### src/rtl/chtc_pkg.sv
// ----------------------------------------------------------------------------
// chtc_pkg
// Shared types, register indexes, widths and the CORDIC angle table of the
// compass heading turn controller.
// ----------------------------------------------------------------------------
package chtc_pkg;

	localparam int MAG_W   = 12;
	localparam int HEAD_W  = 13;
	localparam int SPD_W   = 10;
	localparam int IDX_W   = 3;
	localparam int CFG_W   = 13;
	localparam int NUM_W   = 26;
	localparam int DEN_W   = 12;
	localparam int XY_W    = 30;
	localparam int Z_W     = 22;
	localparam int ATAN_N  = 24;

	localparam int DEF_SAMPLES = 10;
	localparam int DEF_STEPS   = 16;

	localparam logic [IDX_W-1:0] REG_MIN_X    = 3'd0;
	localparam logic [IDX_W-1:0] REG_MAX_X    = 3'd1;
	localparam logic [IDX_W-1:0] REG_MIN_Y    = 3'd2;
	localparam logic [IDX_W-1:0] REG_MAX_Y    = 3'd3;
	localparam logic [IDX_W-1:0] REG_TARGET   = 3'd4;
	localparam logic [IDX_W-1:0] REG_DEADBAND = 3'd5;
	localparam logic [IDX_W-1:0] REG_STYLE    = 3'd6;

	localparam logic signed [Z_W-1:0] QUARTER_Z = 22'sd368640;
	localparam logic signed [Z_W-1:0] FULL_Z    = 22'sd1474560;

	typedef enum logic [3:0] {
		S_IDLE, S_AX, S_AY, S_SX, S_SY, S_PRE, S_ROT, S_HEAD, S_SPD, S_LOAD
	} state_t;

	typedef enum logic [2:0] {
		OP_AX, OP_AY, OP_SX, OP_SY, OP_SPD
	} div_op_t;

	typedef struct packed {
		logic    accept;
		logic    div_start;
		div_op_t div_op;
		logic    recip_load;
		logic    cordic_init;
		logic    cordic_step;
		logic    finish;
		logic    load_out;
	} ctrl_cmd_t;

	typedef struct packed {
		logic last_sample;
		logic out_full;
		logic div_busy;
		logic div_done;
		logic cordic_last;
	} dp_stat_t;

	function automatic logic signed [Z_W-1:0] atan_z(input logic [4:0] i);
		logic signed [Z_W-1:0] r;
		case (i)
			5'd0:  r = 22'sd184320;
			5'd1:  r = 22'sd108810;
			5'd2:  r = 22'sd57492;
			5'd3:  r = 22'sd29184;
			5'd4:  r = 22'sd14649;
			5'd5:  r = 22'sd7331;
			5'd6:  r = 22'sd3667;
			5'd7:  r = 22'sd1833;
			5'd8:  r = 22'sd917;
			5'd9:  r = 22'sd458;
			5'd10: r = 22'sd229;
			5'd11: r = 22'sd115;
			5'd12: r = 22'sd57;
			5'd13: r = 22'sd29;
			5'd14: r = 22'sd14;
			5'd15: r = 22'sd7;
			5'd16: r = 22'sd4;
			5'd17: r = 22'sd2;
			5'd18: r = 22'sd1;
			default: r = '0;
		endcase
		return r;
	endfunction

endpackage

### src/rtl/chtc_div.sv
// ----------------------------------------------------------------------------
// chtc_div
// Radix-2 restoring divider, one quotient bit per cycle, signed result
// truncated toward zero.
// ----------------------------------------------------------------------------
module chtc_div (
	input  logic                              clk,
	input  logic                              arst_n,
	input  logic                              start,
	input  logic [chtc_pkg::NUM_W-1:0]        num,
	input  logic [chtc_pkg::DEN_W-1:0]        den,
	input  logic                              neg,
	output logic                              busy,
	output logic                              done,
	output logic signed [chtc_pkg::NUM_W:0]   quot
);
	import chtc_pkg::*;

	localparam int CW = $clog2(NUM_W + 1);

	logic [NUM_W-1:0] num_q;
	logic [DEN_W-1:0] den_q;
	logic [DEN_W-1:0] rem_q;
	logic             neg_q;
	logic [CW-1:0]    cnt_q;
	logic             busy_q;
	logic             done_q;
	logic [DEN_W:0]   trial;
	logic             fits;

	always_comb begin
		trial = {rem_q, num_q[NUM_W-1]};
		fits  = trial >= {1'b0, den_q};
	end

	always_ff @(posedge clk or negedge arst_n) begin
		if (!arst_n) begin
			busy_q <= 1'b0;
			done_q <= 1'b0;
			cnt_q  <= '0;
		end else begin
			done_q <= 1'b0;
			if (start && !busy_q) begin
				busy_q <= 1'b1;
				cnt_q  <= '0;
			end else if (busy_q) begin
				cnt_q <= cnt_q + 1'b1;
				if (cnt_q == CW'(NUM_W - 1)) begin
					busy_q <= 1'b0;
					done_q <= 1'b1;
				end
			end
		end
	end

	always_ff @(posedge clk) begin
		if (start && !busy_q) begin
			num_q <= num;
			den_q <= den;
			rem_q <= '0;
			neg_q <= neg;
		end else if (busy_q) begin
			// shift in one quotient bit
			rem_q <= fits ? DEN_W'(trial - {1'b0, den_q}) : trial[DEN_W-1:0];
			num_q <= {num_q[NUM_W-2:0], fits};
		end
	end

	assign busy = busy_q;
	assign done = done_q;
	assign quot = neg_q ? -$signed({1'b0, num_q}) : $signed({1'b0, num_q});

endmodule

### src/rtl/chtc_dp.sv
// ----------------------------------------------------------------------------
// chtc_dp
// Datapath: configuration registers, sample sums, divider operand select,
// CORDIC vectoring registers, heading error and output word register.
// ----------------------------------------------------------------------------
module chtc_dp #(
	parameter int SAMPLES_PER_HEADING = chtc_pkg::DEF_SAMPLES,
	parameter int CORDIC_STEPS        = chtc_pkg::DEF_STEPS
) (
	input  logic                                clk,
	input  logic                                arst_n,
	input  chtc_pkg::ctrl_cmd_t                 cmd,
	output chtc_pkg::dp_stat_t                  stat,
	input  logic                                cfg_we,
	input  logic [chtc_pkg::IDX_W-1:0]          cfg_index,
	input  logic [chtc_pkg::CFG_W-1:0]          cfg_wdata,
	input  logic signed [chtc_pkg::MAG_W-1:0]   mag_x,
	input  logic signed [chtc_pkg::MAG_W-1:0]   mag_y,
	input  logic                                out_ready,
	output logic                                out_valid,
	output logic [chtc_pkg::HEAD_W-1:0]         heading_now,
	output logic signed [chtc_pkg::HEAD_W-1:0]  heading_error,
	output logic signed [chtc_pkg::SPD_W-1:0]   left_speed,
	output logic signed [chtc_pkg::SPD_W-1:0]   right_speed,
	output logic                                on_target
);
	import chtc_pkg::*;

	localparam int N      = SAMPLES_PER_HEADING;
	localparam int STEPS  = (CORDIC_STEPS > ATAN_N) ? ATAN_N : CORDIC_STEPS;
	localparam int CNT_W  = $clog2(N + 1);
	localparam int SUM_W  = MAG_W + $clog2(N + 1) + 1;
	localparam int STEP_W = $clog2(STEPS);
	// exact reciprocal of N over the sum magnitude range
	localparam int AVG_SH  = SUM_W - 1 + $clog2(N);
	localparam int AVG_PW  = SUM_W + AVG_SH;
	localparam int AVG_RCP = (2 ** AVG_SH + N - 1) / N;
	// 200/2880 reduces to 5/72; exact reciprocal of 72 for numerators below 2^14
	localparam int SPD_SH  = 21;
	localparam int SPD_RCP = 29128;

	// configuration
	logic signed [MAG_W-1:0] min_x_q, max_x_q, min_y_q, max_y_q;
	logic [HEAD_W-1:0]       target_q;
	logic [7:0]              deadband_q;
	logic                    style_q;

	always_ff @(posedge clk or negedge arst_n) begin
		if (!arst_n) begin
			min_x_q    <= -12'sd2047;
			max_x_q    <= 12'sd2047;
			min_y_q    <= -12'sd2047;
			max_y_q    <= 12'sd2047;
			target_q   <= '0;
			deadband_q <= 8'd3;
			style_q    <= 1'b0;
		end else if (cfg_we) begin
			case (cfg_index)
				REG_MIN_X:    min_x_q    <= cfg_wdata[MAG_W-1:0];
				REG_MAX_X:    max_x_q    <= cfg_wdata[MAG_W-1:0];
				REG_MIN_Y:    min_y_q    <= cfg_wdata[MAG_W-1:0];
				REG_MAX_Y:    max_y_q    <= cfg_wdata[MAG_W-1:0];
				REG_TARGET:   target_q   <= cfg_wdata[HEAD_W-1:0];
				REG_DEADBAND: deadband_q <= cfg_wdata[7:0];
				REG_STYLE:    style_q    <= cfg_wdata[0];
				default: ;
			endcase
		end
	end

	// sample sums
	logic signed [SUM_W-1:0] sum_x_q, sum_y_q;
	logic [CNT_W-1:0]        cnt_q;
	logic                    last;

	assign last = cnt_q == CNT_W'(N - 1);

	always_ff @(posedge clk or negedge arst_n) begin
		if (!arst_n) begin
			sum_x_q <= '0;
			sum_y_q <= '0;
			cnt_q   <= '0;
		end else if (cmd.accept) begin
			sum_x_q <= sum_x_q + SUM_W'(mag_x);
			sum_y_q <= sum_y_q + SUM_W'(mag_y);
			cnt_q   <= last ? '0 : cnt_q + 1'b1;
		end else if (cmd.load_out) begin
			sum_x_q <= '0;
			sum_y_q <= '0;
		end
	end

	// divider operands
	logic signed [MAG_W-1:0]  avg_x_q, avg_y_q;
	logic signed [XY_W-1:0]   sx_q, sy_q;
	logic signed [HEAD_W-1:0] err_q;
	logic signed [SPD_W-1:0]  spd_q;
	logic [HEAD_W-1:0]        head_q;
	logic                     on_q;

	logic [NUM_W-1:0]         d_num;
	logic [DEN_W-1:0]         d_den;
	logic                     d_neg;
	logic signed [NUM_W:0]    d_quot;
	logic                     d_busy, d_done;

	logic signed [SUM_W-1:0]  sum_sel;
	logic signed [MAG_W-1:0]  avg_sel, lo_sel, hi_sel;
	logic signed [MAG_W:0]    diff, span_raw;
	logic [DEN_W-1:0]         span;
	logic signed [MAG_W+2:0]  t_val;
	logic [MAG_W+2:0]         t_mag;
	logic [HEAD_W-1:0]        err_mag;
	logic [SUM_W-2:0]         sum_mag;
	logic [AVG_PW-1:0]        avg_prod;
	logic [MAG_W:0]           avg_mag;
	logic signed [MAG_W-1:0]  avg_val;
	logic [14:0]              spd_num;
	logic [29:0]              spd_prod;
	logic [SPD_W-2:0]         spd_mag;
	logic signed [SPD_W-1:0]  spd_val;

	always_comb begin
		sum_sel  = (cmd.div_op == OP_AY) ? sum_y_q : sum_x_q;
		avg_sel  = (cmd.div_op == OP_SY) ? avg_y_q : avg_x_q;
		lo_sel   = (cmd.div_op == OP_SY) ? min_y_q : min_x_q;
		hi_sel   = (cmd.div_op == OP_SY) ? max_y_q : max_x_q;
		diff     = (MAG_W+1)'(avg_sel) - (MAG_W+1)'(lo_sel);
		span_raw = (MAG_W+1)'(hi_sel) - (MAG_W+1)'(lo_sel);
		// clamp a span that is not positive to one
		span     = (span_raw <= 0) ? DEN_W'(1) : span_raw[DEN_W-1:0];
		t_val    = ((MAG_W+3)'(diff) <<< 1) - $signed((MAG_W+3)'(span));
		t_mag    = t_val[MAG_W+2] ? (MAG_W+3)'(-t_val) : (MAG_W+3)'(t_val);
		err_mag  = err_q[HEAD_W-1] ? HEAD_W'(-err_q) : HEAD_W'(err_q);
		// average: divide the magnitude, then restore the sign
		sum_mag  = sum_sel[SUM_W-1] ? (SUM_W-1)'(-sum_sel) : (SUM_W-1)'(sum_sel);
		avg_prod = AVG_PW'(sum_mag) * AVG_PW'(AVG_RCP);
		avg_mag  = avg_prod[AVG_SH +: MAG_W+1];
		avg_val  = sum_sel[SUM_W-1] ? MAG_W'(-avg_mag) : MAG_W'(avg_mag);
		spd_num  = 15'(err_mag) * 15'd5;
		spd_prod = 30'(spd_num) * 30'(SPD_RCP);
		spd_mag  = spd_prod[SPD_SH +: SPD_W-1];
		spd_val  = err_q[HEAD_W-1] ? -$signed({1'b0, spd_mag}) : $signed({1'b0, spd_mag});
		case (cmd.div_op)
			OP_SX, OP_SY: begin
				d_num = {t_mag[13:0], 12'b0};
				d_den = span;
				d_neg = t_val[MAG_W+2];
			end
			default: begin
				d_num = '0;
				d_den = DEN_W'(1);
				d_neg = 1'b0;
			end
		endcase
	end

	chtc_div u_div (
		.clk    (clk),
		.arst_n (arst_n),
		.start  (cmd.div_start),
		.num    (d_num),
		.den    (d_den),
		.neg    (d_neg),
		.busy   (d_busy),
		.done   (d_done),
		.quot   (d_quot)
	);

	always_ff @(posedge clk) begin
		if (cmd.recip_load) begin
			case (cmd.div_op)
				OP_AX:   avg_x_q <= avg_val;
				OP_AY:   avg_y_q <= avg_val;
				OP_SPD:  spd_q   <= spd_val;
				default: ;
			endcase
		end else if (d_done) begin
			case (cmd.div_op)
				OP_SX:   sx_q    <= XY_W'(d_quot);
				OP_SY:   sy_q    <= XY_W'(d_quot);
				default: ;
			endcase
		end
	end

	// CORDIC vectoring
	logic signed [XY_W-1:0] x_q, y_q, x_sh, y_sh;
	logic signed [Z_W-1:0]  z_q, a_z;
	logic [STEP_W-1:0]      step_q;
	logic                   zero_q;

	always_comb begin
		x_sh = x_q >>> step_q;
		y_sh = y_q >>> step_q;
		a_z  = atan_z(5'(step_q));
	end

	always_ff @(posedge clk) begin
		if (cmd.cordic_init) begin
			zero_q <= (sx_q == 0) && (sy_q == 0);
			step_q <= '0;
			// fold the left half plane onto the right
			if (sx_q < 0 && sy_q >= 0) begin
				x_q <= sy_q;
				y_q <= -sx_q;
				z_q <= QUARTER_Z;
			end else if (sx_q < 0) begin
				x_q <= -sy_q;
				y_q <= sx_q;
				z_q <= -QUARTER_Z;
			end else begin
				x_q <= sx_q;
				y_q <= sy_q;
				z_q <= '0;
			end
		end else if (cmd.cordic_step) begin
			step_q <= step_q + 1'b1;
			if (y_q >= 0) begin
				x_q <= x_q + y_sh;
				y_q <= y_q - x_sh;
				z_q <= z_q + a_z;
			end else begin
				x_q <= x_q - y_sh;
				y_q <= y_q + x_sh;
				z_q <= z_q - a_z;
			end
		end
	end

	// heading and wrapped error
	logic signed [Z_W-1:0]  z_pos, z_rnd;
	logic [HEAD_W:0]        h_raw;
	logic [HEAD_W-1:0]      h_val, tgt;
	logic signed [HEAD_W:0] e_raw, e_wrap;

	always_comb begin
		z_pos  = (z_q < 0) ? z_q + FULL_Z : z_q;
		z_rnd  = z_pos + 22'sd128;
		h_raw  = z_rnd[Z_W-1:8];
		h_val  = (h_raw >= 14'd5760) ? HEAD_W'(h_raw - 14'd5760) : h_raw[HEAD_W-1:0];
		if (zero_q)
			h_val = '0;
		tgt    = (target_q >= 13'd5760) ? target_q - 13'd5760 : target_q;
		e_raw  = $signed({1'b0, tgt}) - $signed({1'b0, h_val});
		if (e_raw > 14'sd2880)
			e_wrap = e_raw - 14'sd5760;
		else if (e_raw < -14'sd2880)
			e_wrap = e_raw + 14'sd5760;
		else
			e_wrap = e_raw;
	end

	logic [HEAD_W-1:0] e_mag;
	assign e_mag = e_wrap[HEAD_W] ? HEAD_W'(-e_wrap) : HEAD_W'(e_wrap);

	always_ff @(posedge clk) begin
		if (cmd.finish) begin
			head_q <= h_val;
			err_q  <= e_wrap[HEAD_W-1:0];
			on_q   <= e_mag < {1'b0, deadband_q, 4'b0};
		end
	end

	// output word
	logic              out_full_q;
	logic signed [SPD_W-1:0] l_val, r_val, s_bias;

	always_comb begin
		s_bias = (spd_q < 0) ? spd_q - 10'sd100 : spd_q + 10'sd100;
		if (on_q) begin
			l_val = '0;
			r_val = '0;
		end else if (style_q) begin
			l_val = (spd_q < 0) ? 10'sd80 : 10'sd150;
			r_val = (spd_q < 0) ? 10'sd150 : 10'sd80;
		end else begin
			l_val = s_bias;
			r_val = -s_bias;
		end
	end

	always_ff @(posedge clk or negedge arst_n) begin
		if (!arst_n)
			out_full_q <= 1'b0;
		else if (cmd.load_out)
			out_full_q <= 1'b1;
		else if (out_ready)
			out_full_q <= 1'b0;
	end

	always_ff @(posedge clk) begin
		if (cmd.load_out) begin
			heading_now   <= head_q;
			heading_error <= err_q;
			left_speed    <= l_val;
			right_speed   <= r_val;
			on_target     <= on_q;
		end
	end

	assign out_valid        = out_full_q;
	assign stat.last_sample = last;
	assign stat.out_full    = out_full_q;
	assign stat.div_busy    = d_busy;
	assign stat.div_done    = d_done;
	assign stat.cordic_last = step_q == STEP_W'(STEPS - 1);

endmodule

### src/rtl/chtc_ctrl.sv
// ----------------------------------------------------------------------------
// chtc_ctrl
// Sequencer: accepts samples, then walks the divider, CORDIC and output
// load steps of one heading.
// ----------------------------------------------------------------------------
module chtc_ctrl (
	input  logic                 clk,
	input  logic                 arst_n,
	input  logic                 in_valid,
	output logic                 in_ready,
	input  chtc_pkg::dp_stat_t   stat,
	output chtc_pkg::ctrl_cmd_t  cmd
);
	import chtc_pkg::*;

	state_t state_q, state_d;
	logic   is_div;

	always_ff @(posedge clk or negedge arst_n) begin
		if (!arst_n)
			state_q <= S_IDLE;
		else
			state_q <= state_d;
	end

	always_comb begin
		state_d = state_q;
		case (state_q)
			S_IDLE: if (in_valid && in_ready && stat.last_sample) state_d = S_AX;
			S_AX:   state_d = S_AY;
			S_AY:   state_d = S_SX;
			S_SX:   if (stat.div_done) state_d = S_SY;
			S_SY:   if (stat.div_done) state_d = S_PRE;
			S_PRE:  state_d = S_ROT;
			S_ROT:  if (stat.cordic_last) state_d = S_HEAD;
			S_HEAD: state_d = S_SPD;
			S_SPD:  state_d = S_LOAD;
			S_LOAD: state_d = S_IDLE;
			default: state_d = S_IDLE;
		endcase
	end

	always_comb begin
		// hold the last sample back while the previous word is still waiting
		in_ready = (state_q == S_IDLE) && !(stat.last_sample && stat.out_full);
		is_div   = (state_q == S_SX) || (state_q == S_SY);
		cmd.accept      = in_valid && in_ready;
		cmd.div_start   = is_div && !stat.div_busy && !stat.div_done;
		cmd.recip_load  = (state_q == S_AX) || (state_q == S_AY) || (state_q == S_SPD);
		cmd.cordic_init = state_q == S_PRE;
		cmd.cordic_step = state_q == S_ROT;
		cmd.finish      = state_q == S_HEAD;
		cmd.load_out    = state_q == S_LOAD;
		case (state_q)
			S_AY:    cmd.div_op = OP_AY;
			S_SX:    cmd.div_op = OP_SX;
			S_SY:    cmd.div_op = OP_SY;
			S_SPD:   cmd.div_op = OP_SPD;
			default: cmd.div_op = OP_AX;
		endcase
	end

endmodule

### src/rtl/compass_heading_turn_controller.sv
// ----------------------------------------------------------------------------
// compass_heading_turn_controller
// Averages magnetometer samples, forms a heading by CORDIC and drives the
// motor commands toward the target heading.
// ----------------------------------------------------------------------------
// Every SAMPLES_PER_HEADING-th accepted sample starts a heading computation:
// averaging of both axes by reciprocal multiply, two span divisions on a
// radix-2 divider, CORDIC vectoring, then the heading, speed and output load
// steps, during which no sample is taken. The result word sits in an output
// register; samples keep being accepted while it waits, except the one that
// would start the next heading.
module compass_heading_turn_controller #(
	parameter int SAMPLES_PER_HEADING = chtc_pkg::DEF_SAMPLES,
	parameter int CORDIC_STEPS        = chtc_pkg::DEF_STEPS
) (
	input  logic                                clk,
	input  logic                                arst_n,
	input  logic                                cfg_we,
	input  logic [chtc_pkg::IDX_W-1:0]          cfg_index,
	input  logic [chtc_pkg::CFG_W-1:0]          cfg_wdata,
	input  logic                                in_valid,
	output logic                                in_ready,
	input  logic signed [chtc_pkg::MAG_W-1:0]   mag_x,
	input  logic signed [chtc_pkg::MAG_W-1:0]   mag_y,
	output logic                                out_valid,
	input  logic                                out_ready,
	output logic [chtc_pkg::HEAD_W-1:0]         heading_now,
	output logic signed [chtc_pkg::HEAD_W-1:0]  heading_error,
	output logic signed [chtc_pkg::SPD_W-1:0]   left_speed,
	output logic signed [chtc_pkg::SPD_W-1:0]   right_speed,
	output logic                                on_target
);
	import chtc_pkg::*;

	ctrl_cmd_t cmd;
	dp_stat_t  stat;

	chtc_ctrl u_ctrl (
		.clk      (clk),
		.arst_n   (arst_n),
		.in_valid (in_valid),
		.in_ready (in_ready),
		.stat     (stat),
		.cmd      (cmd)
	);

	chtc_dp #(
		.SAMPLES_PER_HEADING (SAMPLES_PER_HEADING),
		.CORDIC_STEPS        (CORDIC_STEPS)
	) u_dp (
		.clk           (clk),
		.arst_n        (arst_n),
		.cmd           (cmd),
		.stat          (stat),
		.cfg_we        (cfg_we),
		.cfg_index     (cfg_index),
		.cfg_wdata     (cfg_wdata),
		.mag_x         (mag_x),
		.mag_y         (mag_y),
		.out_ready     (out_ready),
		.out_valid     (out_valid),
		.heading_now   (heading_now),
		.heading_error (heading_error),
		.left_speed    (left_speed),
		.right_speed   (right_speed),
		.on_target     (on_target)
	);

endmodule
### config.mk
export PLATFORM = sky130hd
export DESIGN_NAME = compass_heading_turn_controller
export DESIGN_NICKNAME = d
export VERILOG_FILES = /design/src/rtl/chtc_pkg.sv /design/src/rtl/chtc_div.sv /design/src/rtl/chtc_dp.sv /design/src/rtl/chtc_ctrl.sv /design/src/rtl/compass_heading_turn_controller.sv
export SDC_FILE = /design/constraint.sdc
export NUM_CORES = 2
export LEC_CHECK = 0
export ABC_AREA = 1
export BUFFER_PORTS_ARGS = -buffer_cell sky130_fd_sc_hd__buf_2
export CAP_MARGIN = 20
export CORE_MARGIN = 5
export CORE_UTILIZATION = 45
export DETAILED_ROUTE_END_ITERATION = 7
export RECOVER_POWER = 100
export SLEW_MARGIN = 20
export SYNTH_ARGS = -nofsm -noshare
export SYNTH_HDL_FRONTEND = slang
export SYNTH_SLANG_ARGS = --single-unit
### constraint.sdc
create_clock -name clk -period 14.1 [get_ports clk]
set_clock_uncertainty 0.15 [all_clocks]
set_input_delay 2.115 -clock clk [delete_from_list [all_inputs] [get_ports clk]]
set_output_delay 2.115 -clock clk [all_outputs]
set_load 0.005 [all_outputs]
After elaboration in Yosys (flattened, before gate mapping)

Memory sizes are Yosys's and may differ from the RTL's. A register that Yosys moved wholly into a read port is not among the register bits.
Index checks and enable logic that the tools add are counted.

Bits in registers: 420
Bits in read-only memories: 288
Memories kept: 1

Magnitude comparators: 12
Bitwise operators: 1
Mux-type cells: 64
Reduce and logical (&&, ||, !) cells: 38
Equality and inequality tests: 26
Shifts and indexed selects: 2
Multiply operators: 3
Add/subtract/negate cells: 34

Memory list:

| name             | words | width | read ports | clocked after Yosys merged registers in | wr ports | RTL line       | source |
|---|---|---|---|---|---|---|---|
| (name not given) | 16    | 18    | 1          | 1                                       | 0        | chtc_pkg.sv:62 | `case (i)` |

Operator list:

| cell                                                                   | count |
|---|---|
| 30-bit two-way mux                                                     | 10 |
| 22-bit two-way mux                                                     | 6 |
| 26-bit two-way mux                                                     | 3 |
| 12-bit two-way mux                                                     | 6 |
| 17-bit two-way mux                                                     | 4 |
| 13-bit two-way mux                                                     | 5 |
| 32-bit zero test                                                       | 2 |
| 30-bit adder                                                           | 2 |
| 27-bit negation with 30-bit output                                     | 2 |
| 30-bit by 4-bit >>> shifter with 30-bit output                         | 2 |
| 30-bit subtractor                                                      | 2 |
| 14-bit two-way mux                                                     | 3 |
| 4-bit case mux with 9 select lines                                     | 1 |
| 17-bit by 12-bit adder with 17-bit output                              | 2 |
| 16-bit by 16-bit multiplier with 31-bit output, second input constant  | 1 |
| 30-bit by 1-bit >= comparator with 1-bit output, second input constant | 1 |
| 10-bit two-way mux                                                     | 3 |
| 4-bit two-way mux                                                      | 7 |
| 27-bit by 1-bit >= comparator with 1-bit output, second input constant | 1 |
| 27-bit by 1-bit < comparator with 1-bit output, second input constant  | 1 |
| 15-bit by 12-bit multiplier with 27-bit output, second input constant  | 1 |
| 27-bit two-way mux                                                     | 1 |
| 26-bit negation with 27-bit output                                     | 1 |
| 13-bit negation                                                        | 2 |
| other kinds (56)                                                       | 111 |

Depth between registers and ports, before layout

Depth after elaboration: 13
Depth in mapped cells: 51
Gate-level depth less buffers: 51

Modules after synthesis

A second synthesis with hierarchy kept.

Cells, all modules: 5,752
Area total of the unflattened synthesis: 43,158.9 um^2

Modules (own cells, without submodules):

| module    | instances | area each (um^2) | seq. area each (um^2) | cells an instance |
|---|---|---|---|---|
| chtc_dp   | 1         | 38,829.7         | 10,530.1              | 5,161 |
| chtc_div  | 1         | 3,986.3          | 1,586.5               | 534 |
| chtc_ctrl | 1         | 342.8            | 100.1                 | 57 |

Least setup slack after synthesis

No wires, ideal clock.

Path type: flip-flop to flip-flop
From: register u_ctrl.state_q[3]
To: register u_dp.avg_x_q[10] (data pin)
Stages on the path, launching flop included: 36
Path slack: 6,551 ps
Data required time: 13,693 ps
Clock period less this slack: 7,549 ps
Arrival time: 7,142 ps
Path through: dfrtp_1 > nor2_1 > nand2_4 > buf_6 > o21ai_1 > ha_1 > inv_1 > nor3_1 > nand3_1 > nor3b_1 > nand3_1 > o41ai_1 > xor2_1 > inv_1 > ha_1 > ha_1 > fa_1 > fa_1 > inv_1 > fa_1 > fa_1 > inv_1 > ha_1 > nand2_1 > inv_1 > nand2_1 > inv_1 > a21oi_1 > a21o_1 > and2_1 > ha_1 > nand3_1 > nor3_1 > nand4_1 > nand3b_1 > nand2_1

Longest elaborated chain between the ends: 9
Elaborated cells between the ends (all ways): 12
Those cells by class: add/sub (2); mul (1); eq/ne (5); mux (4)

RTL lines:

| what                                           | RTL line        | source |
|---|---|---|
| from (decl)                                    | chtc_ctrl.sv:16 | `state_t state_q, state_d;` |
| from (signal assigned)                         | chtc_ctrl.sv:23 | `state_q <= state_d;` |
| 4-bit == test (tied with other cells)          | chtc_ctrl.sv:54 | `case (state_q)` |
| 3-bit case mux with 4 select lines *           | chtc_ctrl.sv:54 |  |
| 3-bit by 1-bit == test with 1-bit output *     | chtc_dp.sv:124  | `sum_sel = (cmd.div_op == OP_AY) ? sum_y_q : sum_x_q;` |
| 17-bit two-way mux *                           | chtc_dp.sv:124  |  |
| 16-bit negation                                | chtc_dp.sv:136  | `sum_mag = sum_sel[SUM_W-1] ? (SUM_W-1)'(-sum_sel) : (SUM_W-1)'(sum_sel);` |
| 16-bit two-way mux                             | chtc_dp.sv:136  |  |
| 16-bit by 16-bit multiplier with 31-bit output | chtc_dp.sv:137  | `avg_prod = AVG_PW'(sum_mag) * AVG_PW'(AVG_RCP);` |
| 12-bit negation                                | chtc_dp.sv:139  | `avg_val = sum_sel[SUM_W-1] ? MAG_W'(-avg_mag) : MAG_W'(avg_mag);` |
| 12-bit two-way mux *                           | chtc_dp.sv:139  |  |
| net u_dp.avg_val[10]                           | chtc_dp.sv:117  | `logic signed [MAG_W-1:0] avg_val;` |
| to (signal assigned)                           | chtc_dp.sv:173  | `OP_AX: avg_x_q <= avg_val;` |
| to (decl)                                      | chtc_dp.sv:94   | `logic signed [MAG_W-1:0] avg_x_q, avg_y_q;` |

The timed path passes the listed nets; every way through them passes the cells marked *.
A chain may end at the register's enable or synchronous reset.

Worst setup path in the final report

From: register u_ctrl.state_q[1]
To: register u_dp.avg_x_q[10] (data pin)

Same word-level chain as after synthesis.

==> results.yml <==
timing:
  finalSetupViolations: 0
  layout_worst_path_cycle_share_pct: 65.7
  hold-worst-slack_ns: 0.268
  rsz0062_at_grt: "false"
  fmax_mhz: 108
  tns_ns: 0
  min_period_ns: 9.27
  slew_headroom_pct: -191
  hold_viol_final: 0
  tightestPinTransition_ns: 4.37
  slew_viol_final: 668
setup_path:
  cp_slowest_cell: "nand2_1"
  r2r_start: "u_ctrl.state_q[1]"
  cp.required_ns: 14.29
  start_kind: "register"
  critPathArrivalTime_ns: 9.46
  reg2regPathDepth: 33
  ff2ff_setup_slack_ns: 4.83
  slowest_delay_ns: 0.64
  startpoint: "u_ctrl.state_q[1]"
  endpoint_kind: "register"
  worstSetupPathType: "reg2reg"
  crit_fanout: 36
  cp-endpoint: "u_dp.avg_x_q[10]"
  r2r-end: "u_dp.avg_x_q[10]"
clock_network:
  cts_tree: "built"
  clkSinkCount: 437
  cts_made_buffers: 52
  cts-root-buf: "clkbuf_16"
  post_cts_buffers: 0
  ctsHoldBuffers: 0
  clock_path_buffers: 3
  htree_num_levels: 2
  post_cts_resized: 0
  clock_latency_ns: 0.61
  clkSlewWorstSetupHoldPaths_ns: 0.06
routing:
  wirelength_microns: 113000
  first_pass_iters: 6
  wire_per_inst_microns: 16.6
  vias_per_cell: 5.25
  remaining_drc_errors: 0
  drt_iter0_drc: 2440
  vias: 35900
  drtAntennaViolNets: 0
grt:
  first_global_vias: 35000
  antenna_found_initial: 6
  grt-ovfl-total: 0
  grt_util_met2_pct: 36.1
  grt_util_all_layers_pct: 22.6
  use_met3_pct: 2.84
  use_met1_pct: 32.1
  grt_start_max_net_pins: 71
  busiest_layer: "met2"
  grt_pass1_wl_microns: 183000
placement:
  placed_cell_area_sq_mm: 0.0438
  dpl.cell_count: 6738
  numPortBuffers: 93
  gp_congestion: 0.911
  dp_hpwl_microns: 90200
yosys:
  yosys.area.top_type: "edfxtp_1"
  synthCells: 5491
  yosysMostFrequentCell: "nand2_1"
  synthTopCellsByCount: "1235 x nand2_1, 831 x inv_1, 439 x ha_1"
  avgSynthCellArea_sq_um: 7.67
  syn_nets: 6109
  synth_area_leaders: "edfxtp_1 20%, ha_1 13%, nand2_1 11%"
  synth_area_sq_mm: 0.0421
  yosysTopAreaCellShare_pct: 20.2
  synth-seq-area-share_pct: 29.0
  ys.flop_type: "edfxtp_1"
  async_flop_share_pct: 27.5
  yosys_register_bits: 437
  synth_edf_count: 283
  yosys_warnings: 0
  ys_types: 77
power:
  ir_drop_mv: 0.0997
  powerDensity_mw_per_mm2: 96.7
  power_mw: 4.38
  power_leakage_nw: 22.4
cells_and_area:
  final_cell_count_no_fill: 6837
  multi_input_area_sq_mm: 0.0260
  seqCellArea_sq_mm: 0.0122
  drive_above_1_share_pct: 5.72
  nets: 6156
  final.fill_count: 9216
  final_area_sq_mm: 0.0453
  area_growth_pct: 7.55
worst_hold_path:
  min_path_type: "reg2reg"
floorplanning:
  start_util_pct: 45.2
  rows: 112
  core_sq_mm: 0.0932
  io_pins: 94
  fp.dieW_microns: 316
  die_h_microns: 316
  dieArea_sq_mm: 0.0999
run:
  cap_violations: 15
status:
  violations: "capacitance limit, slew limit"
  outcome: "finished with violations"
==> flip-flops by register name (all words and copies together), names as in the netlist, 13 cells and up <==
register            cells
u_dp.sx_q              27
u_dp.heading_error     13
u_dp.head_q            13
u_dp.x_q               30
u_dp.a_z               18
u_dp.u_div.num_q       26
u_dp.heading_now       13
u_dp.target_q          13
u_dp.y_q               30
u_dp.z_q               22
u_dp.sum_x_q           17
u_dp.sy_q              27
u_dp.err_q             13
u_dp.sum_y_q           17
==> worst min-delay path by stage <==
stage,cells past startpoint,startpoint,endpoint,slack (ns)
after global routing,0,u_dp.head_q[0],u_dp.heading_now[0],0.28
after global placement,0,u_dp.head_q[0],u_dp.heading_now[0],0.25
after detailed placement,0,u_dp.head_q[7],u_dp.heading_now[7],0.26
final,0,u_dp.head_q[7],u_dp.heading_now[7],0.27
after CTS,0,u_dp.head_q[7],u_dp.heading_now[7],0.27
after floorplan,0,u_dp.head_q[0],u_dp.heading_now[0],0.25
==> power breakdown <==
group | total [mW] | switching, mW | leakage, nW | internal [mW]
clock | 1.36 | 0.567 | 0.831 | 0.795
sequential | 1.56 | 0.0660 | 4.13 | 1.49
combinational | 1.46 | 0.933 | 17.5 | 0.529
==> cell families after synthesis <==
| group | Yosys count | synth area share, % |
|---|---|---|
| muxes | 42 | 1.07 |
| buffers and inverters | 982 | 9.06 |
| and+or+nand+nor | 2093 | 20.8 |
| adders and majority gates | 573 | 19.4 |
| xor gates and xnor gates | 279 | 5.94 |
| AOI/OAI and AO/OA | 1085 | 14.7 |
| DFF | 437 | 29.0 |
==> area by class of cell <==
class                   count  share of cell area, %
diodes                      6                 0.0331
clock buffers              65                   3.16
clock inverters            28                  0.602
inverters                 852                   7.06
multi-input cells        4072                   57.4
flip-flops and latches    437                   27.0
well taps                1254                   3.46
repair buffers            123                   1.30
==> per-layer routing <==
layer / part of all wire [%] / vias to the layer above / wire (microns)
li1: - / 18300 / -
met1: 47 / 16500 / 53200
met2: 44 / 838 / 50400
met3: 5.4 / 179 / 6070
met4: 3.1 / 0 / 3560
met5: 0 / - / 0
==> cells in the final DEF, fill, tap and decap left out, drive strengths merged, types with 34 or more instances in the layout <==
| cell type | n |
|---|---|
| a21oi | 374 |
| buf | 78 |
| clkbuf | 110 |
| dfrtp | 92 |
| dfxtp | 34 |
| edfxtp | 283 |
| fa | 134 |
| ha | 439 |
| inv | 849 |
| mux2i | 42 |
| nand2 | 1254 |
| nand3 | 207 |
| nand4 | 51 |
| nor2 | 416 |
| nor3 | 70 |
| o21ai | 485 |
| or2 | 39 |
| xnor2 | 78 |
| xor2 | 201 |
==> through the flow <==
stage	setup WS [ns]	util, %
floorplan	6.55	-
global placement	5.66	47.0
detailed placement	5.50	47.0
CTS	5.45	48.9
global route	3.89	48.6
finish	4.83	48.6
==> critical path, delay by kind of cell (launching register included) <==
| kind | cells | cell delay (ns) |
|---|---|---|
| fa+ha+maj | 9 | 3.41 |
| simple gates | 12 | 2.46 |
| compound gates | 6 | 1.71 |
| buf+inv | 5 | 0.45 |
| xor+xnor | 1 | 0.43 |
| flops | 1 | 0.39 |
Power figures use the tool's default switching activity.
